$ cat src/sv/aslrb_pkg.sv
`default_nettype none
// ----------------------------------------------------------------------------
// aslrb_pkg
// shared types and constants of the audio sample limiter ring buffer
// ----------------------------------------------------------------------------
package aslrb_pkg;

  // configuration register indexes
  typedef enum logic [1:0] {
    CFG_MAX_AMP   = 2'd0,
    CFG_VOL_GAIN  = 2'd1,
    CFG_LIMIT_THR = 2'd2
  } cfg_idx_t;

  localparam int CFG_IDX_W  = 2;
  localparam int CFG_DATA_W = 17;
  localparam int SAMPLE_IN_W  = 20;
  localparam int SAMPLE_OUT_W = 16;

  localparam logic [14:0] MAX_AMP_RST   = 15'd32767;
  localparam logic [16:0] VOL_GAIN_RST  = 17'd32768;
  localparam logic [14:0] LIMIT_THR_RST = 15'd31130;

  // q16 unity gain and the +-1.0 clamp bounds of a q3.16 input
  localparam logic [16:0]        GAIN_UNITY = 17'h10000;
  localparam logic signed [19:0] X_POS_ONE  = 20'sd65536;
  localparam logic signed [19:0] X_NEG_ONE  = -20'sd65536;

  // rounding bias for truncation toward zero after a 16-bit right shift
  localparam logic signed [33:0] TRUNC_BIAS = 34'sd65535;

  localparam logic signed [17:0] SAT_POS = 18'sd32767;
  localparam logic signed [17:0] SAT_NEG = -18'sd32768;

  typedef struct packed {
    logic [14:0] full_scale;
    logic [16:0] volume_gain;
    logic [14:0] limit_threshold;
  } cfg_t;

  // request passed from the front to the back
  typedef struct packed {
    logic                            is_read;
    logic                            batch_end;
    logic signed [SAMPLE_OUT_W-1:0]  sample;
  } req_t;

  // result transaction
  typedef struct packed {
    logic signed [SAMPLE_OUT_W-1:0]  sample_out;
    logic                            last;
    logic                            empty_res;
  } res_t;

endpackage
`default_nettype wire

$ cat src/sv/aslrb_front.sv
`default_nettype none
// ----------------------------------------------------------------------------
// aslrb_front
// takes input transactions, conditions write samples, queues requests
// ----------------------------------------------------------------------------
module aslrb_front
  import aslrb_pkg::*;
(
  input  wire logic                           clk,
  input  wire logic                           rst_n,
  input  wire cfg_t                           cfg,
  input  wire logic                           in_valid,
  output logic                                in_ready,
  input  wire logic                           in_is_read,
  input  wire logic signed [SAMPLE_IN_W-1:0]  in_sample,
  input  wire logic                           in_batch_end,
  output logic                                q_push,
  output req_t                                q_item,
  input  wire logic                           q_full
);

  typedef enum logic [3:0] {
    F_IDLE = 4'b0001,
    F_MUL1 = 4'b0010,
    F_MUL2 = 4'b0100,
    F_PUSH = 4'b1000
  } front_state_t;

  front_state_t state_r, state_nxt;

  logic signed [SAMPLE_IN_W-1:0]  x_r;
  logic                           is_read_r;
  logic                           batch_end_r;
  logic signed [15:0]             s1_r;
  logic signed [15:0]             s2_r;

  logic signed [19:0] x_clamp;
  logic signed [17:0] x_c;
  logic signed [33:0] p1, p1_b;
  logic signed [33:0] p2, p2_b;
  logic signed [17:0] q2;
  logic signed [15:0] s2_sat;
  logic signed [15:0] thr, thr_neg, s_lim;

  // clamp to +-1.0 then scale to full scale
  always_comb begin
    if (x_r > X_POS_ONE) begin
      x_clamp = X_POS_ONE;
    end else if (x_r < X_NEG_ONE) begin
      x_clamp = X_NEG_ONE;
    end else begin
      x_clamp = x_r;
    end
    x_c  = x_clamp[17:0];
    p1   = x_c * $signed({1'b0, cfg.full_scale});
    p1_b = p1 + (p1[33] ? TRUNC_BIAS : 34'sd0);
  end

  // volume gain with saturation
  always_comb begin
    p2   = s1_r * $signed({1'b0, cfg.volume_gain});
    p2_b = p2 + (p2[33] ? TRUNC_BIAS : 34'sd0);
    q2   = p2_b[33:16];
    if (cfg.volume_gain == GAIN_UNITY) begin
      s2_sat = s1_r;
    end else if (q2 > SAT_POS) begin
      s2_sat = SAT_POS[15:0];
    end else if (q2 < SAT_NEG) begin
      s2_sat = SAT_NEG[15:0];
    end else begin
      s2_sat = q2[15:0];
    end
  end

  // hard limiter
  always_comb begin
    thr     = $signed({1'b0, cfg.limit_threshold});
    thr_neg = -thr;
    if (s2_r > thr) begin
      s_lim = thr;
    end else if (s2_r < thr_neg) begin
      s_lim = thr_neg;
    end else begin
      s_lim = s2_r;
    end
  end

  always_comb begin
    state_nxt = state_r;
    case (state_r)
      F_IDLE: begin
        if (in_valid) state_nxt = in_is_read ? F_PUSH : F_MUL1;
      end
      F_MUL1: state_nxt = F_MUL2;
      F_MUL2: state_nxt = F_PUSH;
      F_PUSH: begin
        if (!q_full) state_nxt = F_IDLE;
      end
      default: state_nxt = F_IDLE;
    endcase
  end

  always_ff @(posedge clk) begin
    if (!rst_n) begin
      state_r <= F_IDLE;
    end else begin
      state_r <= state_nxt;
    end
  end

  always_ff @(posedge clk) begin
    if (state_r == F_IDLE && in_valid) begin
      x_r         <= in_sample;
      is_read_r   <= in_is_read;
      batch_end_r <= in_batch_end;
    end
    if (state_r == F_MUL1) s1_r <= p1_b[31:16];
    if (state_r == F_MUL2) s2_r <= s2_sat;
  end

  assign in_ready         = (state_r == F_IDLE);
  assign q_push           = (state_r == F_PUSH) && !q_full;
  assign q_item.is_read   = is_read_r;
  assign q_item.batch_end = batch_end_r;
  assign q_item.sample    = s_lim;

endmodule
`default_nettype wire

$ cat config.mk
export PLATFORM = sky130hd
export DESIGN_NAME = aslrb_front
export DESIGN_NICKNAME = d
export VERILOG_FILES = /design/src/sv/aslrb_pkg.sv /design/src/sv/aslrb_front.sv
export SDC_FILE = /design/constraint.sdc
export NUM_CORES = 2
export LEC_CHECK = 0
export BUFFER_PORTS_ARGS = -buffer_cell sky130_fd_sc_hd__buf_2
export CAP_MARGIN = 20
export CORE_AREA = 2 2 252 254
export CTS_CLUSTER_DIAMETER = 30
export DETAILED_ROUTE_END_ITERATION = 10
export DIE_AREA = 0 0 254 256
export HOLD_SLACK_MARGIN = 0.15
export MAX_ROUTING_LAYER = met4
export PLACE_DENSITY = 0.52
export SYNTH_ARGS = -nofsm -noshare
export SYNTH_HDL_FRONTEND = slang
export SYNTH_SLANG_ARGS = --single-unit
$ cat constraint.sdc
create_clock -name clk -period 20.3 [get_ports clk]
set_input_delay 4.06 -clock clk [delete_from_list [all_inputs] [get_ports clk]]
set_output_delay 4.06 -clock clk [all_outputs]
set_load 0.03 [all_outputs]
==> out/metrics.cfg <==
[outcome]
outcome=finished clean

[logic_synthesis]
synth_area_leaders=fa_1 (39%), ha_1 (13%), inv_1 (9.2%)
syn_avg_cell_area_um2=8.97
synth_flop_cell=edfxtp_1
synth.distinct_cells=91
synth-seq-area-share_pct=6.87
syn-num-nets=3577
synth_top_area_cell=fa_1
synth_edf_count=54
postSynthCellCount=2762
yosysMostFrequentCell=inv_1
async_flop_share_pct=0
ys_seq_elements=58
netlist.area_leader.share_pct=38.8
yosys-top-cells-count=inv_1 (609), fa_1 (480), nand2_1 (339)
syn_area_um2=24800
yosys_warnings=0

[layout]
area_delta_synth_final_pct=6.77
fillers=6246
multi_input_area_um2=20400
finalNetCount=3616
fin_cells=3656
seq_area_um2=1700
drive_above_1_share_pct=6.06

[placement]
portBuffers=92
pre_cts_ws_ns=6.92
place.gp.congestion=0.890
dpl.hpwl_um=53600
numPlacedInstances=3635

[critical_path]
path_class=in2out
crit_buf_inv=4
cp-start-kind=primary input
worstReg2RegEnd=s1_r[7]
crit_arrival_ns=8.92
worstSetupEndpointType=output pin
r2r_slack_ns=9.17
cp_top_family=simple AND/OR/NAND/NOR gates
required_ns=16.24
critPathMaxStageDelay_ns=0.46
cp_max_fo=18
rr_worst_depth=39
crit_chain=buf_2 -> inv_1 -> nand3_1 -> or3_1 -> or3_1 -> or3_1 -> or3_1 -> or3_1 -> xnor2_1 -> ha_1 -> and3_1 -> o221ai_1 -> o21bai_1 -> o31a_1 -> buf_4 -> o21ai_0 -> a22oi_1 -> buf_2
worstReg2RegStart=x_r[7]
worst_path_most_repeated_cell=or3_1
crit_path_top_delay_cell=o31a_1

[detailed_routing]
wirelength_um=64700
ant_nets=0
remaining_drc_errors=0
via_per_inst=5.09
routedWlPerCell_um=17.7
first_pass_iters=5
num_vias=18601
drt-initial-drc-count=816

[clock_tree]
clock-root-buffer=clkbuf_16
clkLatencyLatePin_ns=0.35
cts.sinks=58
cts_resized=0
tritoncts=built
cts-htree-levels=3
post-cts-setup-buffers=0
postCtsHoldBufs=0
clockBufferDepth=2
cts_buffers=9
clkSlewWorstSetupHoldPaths_ns=0.05

[worst_hold_path]
holdPathEnd=state_r[3]
hold_class=reg2reg
hold_path.startpoint=state_r[1]
min_path_cells=2

[timing]
period_needed_ns=12.98
min_period_over_period_pct=63.9
worst_pin_slew_ns=1.13
whs_ns=0.666
fin_skew_ns=0.00772
hold_violations=0
slew_headroom_pct=24.8
setup_tns_ns=0
fin_ws_ns=7.32
setup_viol_count_final=0
fmax_ghz=0.0770
slew_violations=0
rsz0062_at_grt=false

[global_routing]
grtUsageTotal_pct=21.4
grt_max_degree=27
gr-total-overflow=0
grt_pass1_vias=20414
grt_pass1_wl_um=108000
antenna_found_initial=2

[die]
io_pins=93
dieHeight_um=256
die-area_um2=65000
coreArea_um2=62400
die_w_um=254
start_util_pct=39.7
num_rows=92

[job]
maxCapViolCount=0

-- kinds of logic (layout without fill, tap and decap cells) --
group | count (synthesis) | after routing | share of synthesized area, %
AND/OR/NAND/NOR | 841 | 841 | 17.5
adder cells (fa/ha/maj) | 742 | 742 | 52.0
buffers and inverters | 708 | 752 | 11.0
AO/OA/AOI/OAI | 298 | 298 | 8.48
XOR/XNOR | 96 | 96 | 3.39
flip-flops | 58 | 58 | 6.87
multiplexers | 19 | 19 | 0.778
other | 0 | 4 | 0
-- per-stage QoR --
stage / utilization (%) / instance area [um2]
finish: 42.4 / 26400
global route: 42.4 / 26400
CTS: 42.4 / 26400
detailed placement: 41.9 / 26100
global placement: 41.9 / 26100
floorplan: - / 24800
-- flip-flops by register name, indices dropped and copies added (netlist names) --
signal,cells
is_read_r,1
batch_end_r,1
x_r,20
state_r,4
s1_r,16
s2_r,16
-- how the worst max path moves through the flow --
stage | start | endpoint | slack (ns) | depth (start not counted)
2_1_floorplan | cfg[1] | q_item[3] | 7.70 | 18
6_report | cfg[0] | q_item[4] | 7.32 | 18
3_3_place_gp | cfg[34] | s1_r[5] | 7.06 | 32
5_1_grt | cfg[34] | s1_r[5] | 6.56 | 32
3_5_place_dp | cfg[34] | s1_r[5] | 6.92 | 32
4_1_cts | cfg[34] | s1_r[5] | 7.24 | 32
-- routing by layer --
layer / vias to the layer above / routed length, um / track usage, %
met5: - / 0 / -
met4: 0 / 1160 / 4.07
met3: 61 / 1990 / 2.06
met2: 321 / 32700 / 37.2
met1: 9538 / 28900 / 27.1
li1: 8681 / - / -
-- placed cells by master, fill, tap and decap left out, types with 5 or more instances in the layout --
cell	count
fa_1	480
o2111ai_1	6
a21o_1	37
o21bai_1	5
buf_4	33
nor3_1	20
xor2_1	25
nor2b_1	28
or3_1	12
clkbuf_16	9
xnor2_1	71
ha_1	262
mux2i_1	17
or4_1	5
nand2b_1	26
buf_2	92
nor4_1	10
o21ai_0	47
o31ai_1	5
a221o_1	16
a31oi_1	10
edfxtp_1	54
nand2_1	339
nand4_1	22
a211oi_1	13
nand3_1	23
a21oi_1	70
and3_1	9
and2_1	254
nand3b_1	6
nor2_1	54
inv_1	609
o211ai_1	7
o21a_1	21
a22oi_1	12
-- cell type report --
| cell class | count | area share, % |
|---|---|---|
| Inverter | 610 | 8.66 |
| Tap cell | 846 | 4.00 |
| Multi-Input combinational cell | 1996 | 77.0 |
| Timing Repair Buffer | 126 | 2.72 |
| Antenna cell | 4 | 0.0378 |
| Sequential cell | 58 | 6.43 |
| Clock buffer | 13 | 0.984 |
| Clock inverter | 3 | 0.151 |
-- worst register-to-register path: cells and delay by family, from the launching register on --
family          cells  cell delay (ns)
buf+inv             5             0.65
fa+ha+maj           8             3.78
flops               1             0.37
compound gates     16             3.28
simple gates       10             2.80
Power is left out: the tool's default activity adds up to more than one toggle a clock period on the data nets, which glitch-free logic cannot reach.
