`config.mk`:
```
export PLATFORM = sky130hd
export DESIGN_NAME = aslrb_fifo
export DESIGN_NICKNAME = d
export VERILOG_FILES = /design/src/sv/aslrb_fifo.sv
export SDC_FILE = /design/constraint.sdc
export NUM_CORES = 1
export LEC_CHECK = 0
export BUFFER_PORTS_ARGS = -buffer_cell sky130_fd_sc_hd__buf_2
export CAP_MARGIN = 20
export CORE_AREA = 2 2 49 51
export DETAILED_ROUTE_END_ITERATION = 8
export DIE_AREA = 0 0 51 53
export PLACE_DENSITY_LB_ADDON = 0.12
export SLEW_MARGIN = 20
export SYNTH_ARGS = -nofsm -noshare
export SYNTH_HDL_FRONTEND = slang
export SYNTH_SLANG_ARGS = --single-unit
```
`constraint.sdc`:
```
create_clock -name clk -period 1.2 [get_ports clk]
set_clock_uncertainty 0.1 [all_clocks]
set_input_delay 0 -clock clk [delete_from_list [all_inputs] [get_ports clk]]
set_output_delay 0 -clock clk [all_outputs]
set_load 0.01 [all_outputs]
```
`src/sv/aslrb_fifo.sv`:
```
`default_nettype none
// ----------------------------------------------------------------------------
// aslrb_fifo
// small register fifo, depth a power of two
// ----------------------------------------------------------------------------
module aslrb_fifo #(
  parameter int DEPTH = 2,
  parameter int WIDTH = 8
) (
  input  wire logic                       clk,
  input  wire logic                       rst_n,
  input  wire logic                       push,
  input  wire logic [WIDTH-1:0]           push_data,
  input  wire logic                       pop,
  output logic      [WIDTH-1:0]           pop_data,
  output logic                            not_empty,
  output logic                            full,
  output logic      [$clog2(DEPTH):0]     count
);

  localparam int PTR_W = $clog2(DEPTH);

  logic [WIDTH-1:0] mem_r [DEPTH];
  logic [PTR_W-1:0] wr_ptr_r;
  logic [PTR_W-1:0] rd_ptr_r;
  logic [PTR_W:0]   count_r;
  logic [PTR_W:0]   count_nxt;

  always_comb begin
    count_nxt = count_r;
    if (push && !pop) begin
      count_nxt = count_r + 1'b1;
    end else if (pop && !push) begin
      count_nxt = count_r - 1'b1;
    end
  end

  always_ff @(posedge clk) begin
    if (!rst_n) begin
      wr_ptr_r <= '0;
      rd_ptr_r <= '0;
      count_r  <= '0;
    end else begin
      if (push) wr_ptr_r <= wr_ptr_r + 1'b1;
      if (pop)  rd_ptr_r <= rd_ptr_r + 1'b1;
      count_r <= count_nxt;
    end
  end

  always_ff @(posedge clk) begin
    if (push) mem_r[wr_ptr_r] <= push_data;
  end

  assign pop_data  = mem_r[rd_ptr_r];
  assign not_empty = (count_r != '0);
  assign full      = (count_r == (PTR_W+1)'(DEPTH));
  assign count     = count_r;

endmodule
`default_nettype wire

```
==> results of run 1 <==
-- state kept, by name, indices dropped and copies added, names as in the netlist, named ones only --
signal	flops
count	2
mem_r	16
rd_ptr_r	1
wr_ptr_r	1
-- cell type report --
type / instances / area, sq um
clock inverter: 1 / 5.00
fill: 187 / 910
sequential: 21 / 586
tap: 28 / 35.0
inverter: 1 / 3.75
multi-input combinational: 24 / 243
timing repair buffer: 38 / 344
clock buffer: 3 / 22.5
-- logic make-up (layout without fill, tap and decap cells) --
kind of cell | after synthesis | in the layout | share of synthesized area
AND/OR/NAND/NOR | 9 | 9 | 0.0738
flip-flops | 21 | 21 | 0.728
multiplexers | 8 | 8 | 0.113
XOR/XNOR | 3 | 3 | 0.0330
AO/OA/AOI/OAI | 3 | 3 | 0.0251
buffers and inverters | 2 | 43 | 0.0110
adder cells (fa/ha/maj) | 1 | 1 | 0.0157
-- cell usage in the layout (no fill, tap or decap), types with 2 or more instances in the layout --
| master | n |
|---|---|
| buf_12 | 2 |
| and2_1 | 4 |
| edfxtp_1 | 16 |
| dfxtp_1 | 3 |
| dlygate4sd3_1 | 11 |
| mux2_4 | 8 |
| buf_2 | 14 |
| xor2_1 | 2 |
| clkbuf_4 | 3 |
| buf_6 | 11 |
-- worst reg2reg max path: stages, from the launching register on --
cell,delay [ns]
dfxtp_4,0.38
xor2_1,0.16
or3_1,0.31
a21boi_1,0.14
-- per-layer routing --
metal,vias to the layer above,global-route usage,share of wire
met4,0,0.0811,0.0079
met2,15,0.182,0.53
met1,236,0.139,0.41
met5,-,0,0
li1,252,-,-
met3,2,0.0198,0.054
-- power by group --
group | switching, W | total [W] | leakage (nW) | internal, W
clock network | 0.000208 | 0.000332 | 0.0177 | 0.000124
logic | 0.000121 | 0.000343 | 0.309 | 0.000222
registers | 0.0000257 | 0.000860 | 0.193 | 0.000834
-- what timing repair did --
item                       in CTS  in global routing
hold buffers                   11                  0
hold endpoints to repair       21                  0
resized for setup              18                  5
setup endpoints to repair      10                  9
-- final timing paths --
| path | start | to | slack [ns] | cells after the start |
|---|---|---|---|---|
| setup reg to reg | count[0]$_SDFFE_PN0P_ | count[1]$_SDFFE_PN0P_ | 0.06 | 3 |
| setup / recovery | flip-flop | pop_data[4] | -0.11 | 3 |
| hold reg to reg | count[1]$_SDFFE_PN0P_ | count[1]$_SDFFE_PN0P_ | 0.43 | 2 |
| hold / removal | push | count[1]$_SDFFE_PN0P_ | 0.09 | 4 |
-- stage by stage --
step | cells | cell area [sq um]
final | 116 | 1240
after global routing | 116 | 1240
after global placement | 101 | 1000
after floorplan | 47 | 800
after CTS | 116 | 1220
after detailed placement | 101 | 1000
==> summary.md, run 1 <==
| Metric | Value |
|---|---|
| Crit-path cells | `buf_6 > mux2_4 > buf_6` |
| Core area | `2150 sq um` |
| DRC viols | `0` |
| Peak supply drop | `0.619 mV` |
| Power Density | `1240 nW/um^2` |
| CTS Buf Count | `3` |
| Max stage delay on crit path | `0.36 ns` |
| Final GP Congestion | `0.637` |
| Final Max Tran Viols | `0` |
| Total gr overflow | `0` |
| Drt total wl | `1270 um` |
| Setup TNS | `-0.843 ns` |
| Syn Area/Cell | `17.0 sq um` |
| Worst-path clk slew | `0.12 ns` |
| Die Area | `2700 sq um` |
| Dpl ws | `0.0674 ns` |
| Synth Flop Type | `edfxtp_1` |
| Crit. End Element | `output pin` |
| Failing checks | `setup timing` |
| Top post-synthesis cells by count | `16 x edfxtp_1, 8 x mux2_2, 5 x dfxtp_1` |
| CP arrival | `1.21 ns` |
| Register area share after synthesis | `0.728` |
| Worst-Skew Late Latency | `0.30 ns` |
| Cell taking the most area after synthesis | `edfxtp_1` |
| Synth Cell Area | `797 sq um` |
| Worst Path Max Fanout | `5` |
| Family with the most delay on the worst path | `flip-flops` |
| Final hold slack | `0.0852 ns` |
| Vias per cell | `4.35` |
| Boundary Pins | `24` |
| IO buf count | `23` |
| Post-synthesis register bit count | `21` |
| Share of the synthesized area in the top cell type | `0.603` |
| Chip width | `51 um` |
| Hold Path Class | `in2reg` |
| Placement Rows | `17` |
| First-pass iteration count of the detailed router | `2` |
| Clk root buf | `clkbuf_4` |
| Area Overhead vs Synth | `55.4%` |
| Finish-stage setup viols | `8` |
| CTS H-tree lvls | `1` |
| Critical Path Start Type | `flip-flop` |
| Via count | `505` |
| Lkg Pwr | `0.520 nW` |
| Final Core Density | `0.577` |
| Clock Sinks | `21` |
| First-pass GRT wire length | `2210 um` |
| TritonCTS clock tree | `done` |
| Yosys warning total | `0` |
| Cell seen most often among critical-path stages | `buf_6` |
| Largest net degree at the start of global routing | `13` |
| Final hold viol count | `0` |
| Power, Total | `0.00154 W` |
| RSZ-0062 raised after global routing | `true` |
| Status | `finished, violations left` |
| Max_cap viols | `0` |
| Routed len/inst | `10.9 um` |
| Vias in the first global route | `507` |
| Setup bufs post-CTS | `0` |
| Post-layout nets | `102` |
| Final period util | `1.10` |
| CTS Buffer Depth | `2` |
| # diodes | `0` |
| Antenna violations before repair | `0` |
| DIE HEIGHT | `53 um` |
| Ranking of synthesized cells by area | `edfxtp_1 60%, dfxtp_1 13%, mux2_2 11%` |
| Starting density of the core | `0.371` |
| Crit path buffers/inverters | `2` |
| Most numerous cell in the Yosys netlist | `edfxtp_1` |
| Drt initial violations | `3` |
| CP Data Required Time | `1.10 ns` |
| Max frequency | `761 MHz` |
| Total global-route track usage | `0.114` |
| Setup CP Type | `reg2out` |
| Count of different cell masters after synthesis | `16` |
| HPWL reported at the end of detailed placement | `829 um` |
| FFs w/ async S/R, synth | `0` |
| Slew @ Worst Pin | `0.152 ns` |
| Rel. slew slack | `0.899` |
| Slowest CP cell | `dfxtp_2` |
| Number of synthesized flops with an enable pin | `16` |
| Share of layout cells above drive strength 1 | `0.500` |
| Post-route ant nets | `0` |
| Syn Inst Count | `47` |
| Worst Setup Slack, final | `-0.115 ns` |
| Tmin final | `1.31 ns` |
| Syn_nets | `60` |
No activity file was read; power rests on OpenSTA's default activity.
==> run 2: changes to the inputs <==
--- a/config.mk
+++ b/config.mk
@@ -7,9 +7,9 @@
 export LEC_CHECK = 0
 export BUFFER_PORTS_ARGS = -buffer_cell sky130_fd_sc_hd__buf_2
 export CAP_MARGIN = 20
-export CORE_AREA = 2 2 49 51
+export CORE_AREA = 4 4 51 53
 export DETAILED_ROUTE_END_ITERATION = 8
-export DIE_AREA = 0 0 51 53
+export DIE_AREA = 0 0 55 57
 export PLACE_DENSITY_LB_ADDON = 0.12
 export SLEW_MARGIN = 20
 export SYNTH_ARGS = -nofsm -noshare
==> summary.md, run 2 (synthesized netlist as in run 1, its figures left out) <==
| Metric | Value |
|---|---|
| Commonest non-fill, non-tap cell in the layout | `edfxtp_1` |
| Pint | `0.00118 W` |
| Total global-route track usage | `0.107` |
| Clock Sinks | `21` |
| Drt initial violations | `1` |
| TritonCTS clock tree | `done` |
| Via count | `497` |
| Drt total wl | `1450 um` |
| Footprint of the multi-input gates | `243 sq um` |
| Max frequency | `769 MHz` |
| CTS Buffer Depth | `2` |
| Final hold viol count | `0` |
| Reg area | `586 sq um` |
| Lkg Pwr | `0.506 nW` |
| IO buf count | `23` |
| Status | `finished, violations left` |
| DRC viols | `0` |
| Die Area | `3140 sq um` |
| Chip width | `55 um` |
| Boundary Pins | `24` |
| First-pass iteration count of the detailed router | `3` |
| Most frequent cells in the layout | `16 x edfxtp_1, 14 x buf_2, 11 x dlygate4sd3_1` |
| Sequential power share | `0.566` |
| First-pass GRT wire length | `2400 um` |
| Setup bufs post-CTS | `0` |
| Max reg flops | `16` |
| Starting density of the core | `0.371` |
| Final period util | `1.08` |
| Area Overhead vs Synth | `51.8%` |
| Clock power frac | `0.214` |
| Worst Setup Slack, final | `-0.0999 ns` |
| Final hold slack | `0.110 ns` |
| P_sw | `0.000342 W` |
| CP Data Required Time | `1.10 ns` |
| RSZ-0062 raised after global routing | `true` |
| Post-placement cell count | `100` |
| Core area | `2150 sq um` |
| CP arrival | `1.20 ns` |
| DIE HEIGHT | `57 um` |
| Total gr overflow | `0` |
| Vias per cell | `4.32` |
| Critical Path Start Type | `flip-flop` |
| Final Core Density | `0.563` |
| Worst-Skew Late Latency | `0.29 ns` |
| CTS Buf Count | `3` |
| Failing checks | `setup timing` |
| Rel. slew slack | `0.905` |
| Worst Path Max Fanout | `8` |
| CTS H-tree lvls | `1` |
| Final Max Tran Viols | `0` |
| Max_cap viols | `0` |
| Power Density | `1250 nW/um^2` |
| Vias in the first global route | `551` |
| Tmin final | `1.30 ns` |
| Finished Layout Cells | `115` |
| # diodes | `0` |
| Peak supply drop | `0.723 mV` |
| Top reg by flops | `mem_r` |
| Clk root buf | `clkbuf_4` |
| Worst-path clk slew | `0.11 ns` |
| Combinational Power Share | `0.220` |
| Hold Path Class | `in2reg` |
| Crit. End Element | `output pin` |
| Placement Rows | `17` |
| Setup CP Type | `reg2out` |
| Share of layout cells above drive strength 1 | `0.483` |
| Final-layout fill cell count | `187` |
| Power, Total | `0.00152 W` |
| Routed len/inst | `12.6 um` |
| Net Sw Frac | `0.225` |
| Post-layout nets | `101` |
| HPWL reported at the end of detailed placement | `961 um` |
| Final GP Congestion | `0.608` |
| Antenna violations before repair | `0` |
| Finish-stage setup viols | `8` |
| Largest net degree at the start of global routing | `12` |
| Post-route ant nets | `0` |
| Slew @ Worst Pin | `0.142 ns` |
[run 2: path summary, 6_finish.rpt]
kind | cells past startpoint | slack, ns | start | to
setup / recovery | 3 | -0.1 | flip-flop | pop_data[4]
setup reg to reg | 3 | 0.05 | count[0]$_SDFFE_PN0P_ | count[1]$_SDFFE_PN0P_
hold reg to reg | 2 | 0.43 | count[1]$_SDFFE_PN0P_ | count[1]$_SDFFE_PN0P_
hold / removal | 4 | 0.11 | push | count[1]$_SDFFE_PN0P_
[run 2: per-stage QoR]
stage          setup TNS (ns)  worst slack, ns  area, sq um
6_report               -0.772          -0.0999         1210
5_1_grt                 -1.23           -0.159         1210
4_1_cts                 -1.01           -0.133         1200
3_5_place_dp                0           0.0543          980
3_3_place_gp                0           0.0874          980
2_1_floorplan               0           0.0832          800
[run 2: critical path, stage by stage, from the launching register on]
cell and delay, ns:
dfxtp_2 0.35, buf_12 0.13, mux2_4 0.30, buf_6 0.12
[run 2: repair_timing]
action / 4_1_cts / 5_1_grt
hold buffers: 11 / 0
gates resized for setup: 18 / 3
endpoints found under the setup margin: 9 / 9
hold endpoints to repair: 21 / 0
[run 2: power by group through the flow]
stage	Combinational [W]	Sequential [W]	Clock (W)
final	0.000334	0.000858	0.000325
after CTS	0.000324	0.000858	0.000352
after floorplan	0.000128	0.000870	0
after detailed placement	0.000238	0.000871	0
after global routing	0.000364	0.000864	0.000382
after global placement	0.000236	0.000870	0
[run 2: layout make-up]
| class | count | share of cell area |
|---|---|---|
| Multi-Input combinational cell | 24 | 0.201 |
| Clock buffer | 4 | 0.0217 |
| Sequential cell | 21 | 0.484 |
| Tap cell | 28 | 0.0290 |
| Timing Repair Buffer | 37 | 0.262 |
| Inverter | 1 | 0.00310 |
[run 2: per-layer routing]
| metal | up-vias | routed length, um | global-route usage |
|---|---|---|---|
| li1 | 250 | - | - |
| met4 | 0 | 0 | 0.0417 |
| met5 | - | 0 | 0 |
| met3 | 0 | 62 | 0.0235 |
| met2 | 11 | 781 | 0.179 |
| met1 | 236 | 603 | 0.131 |
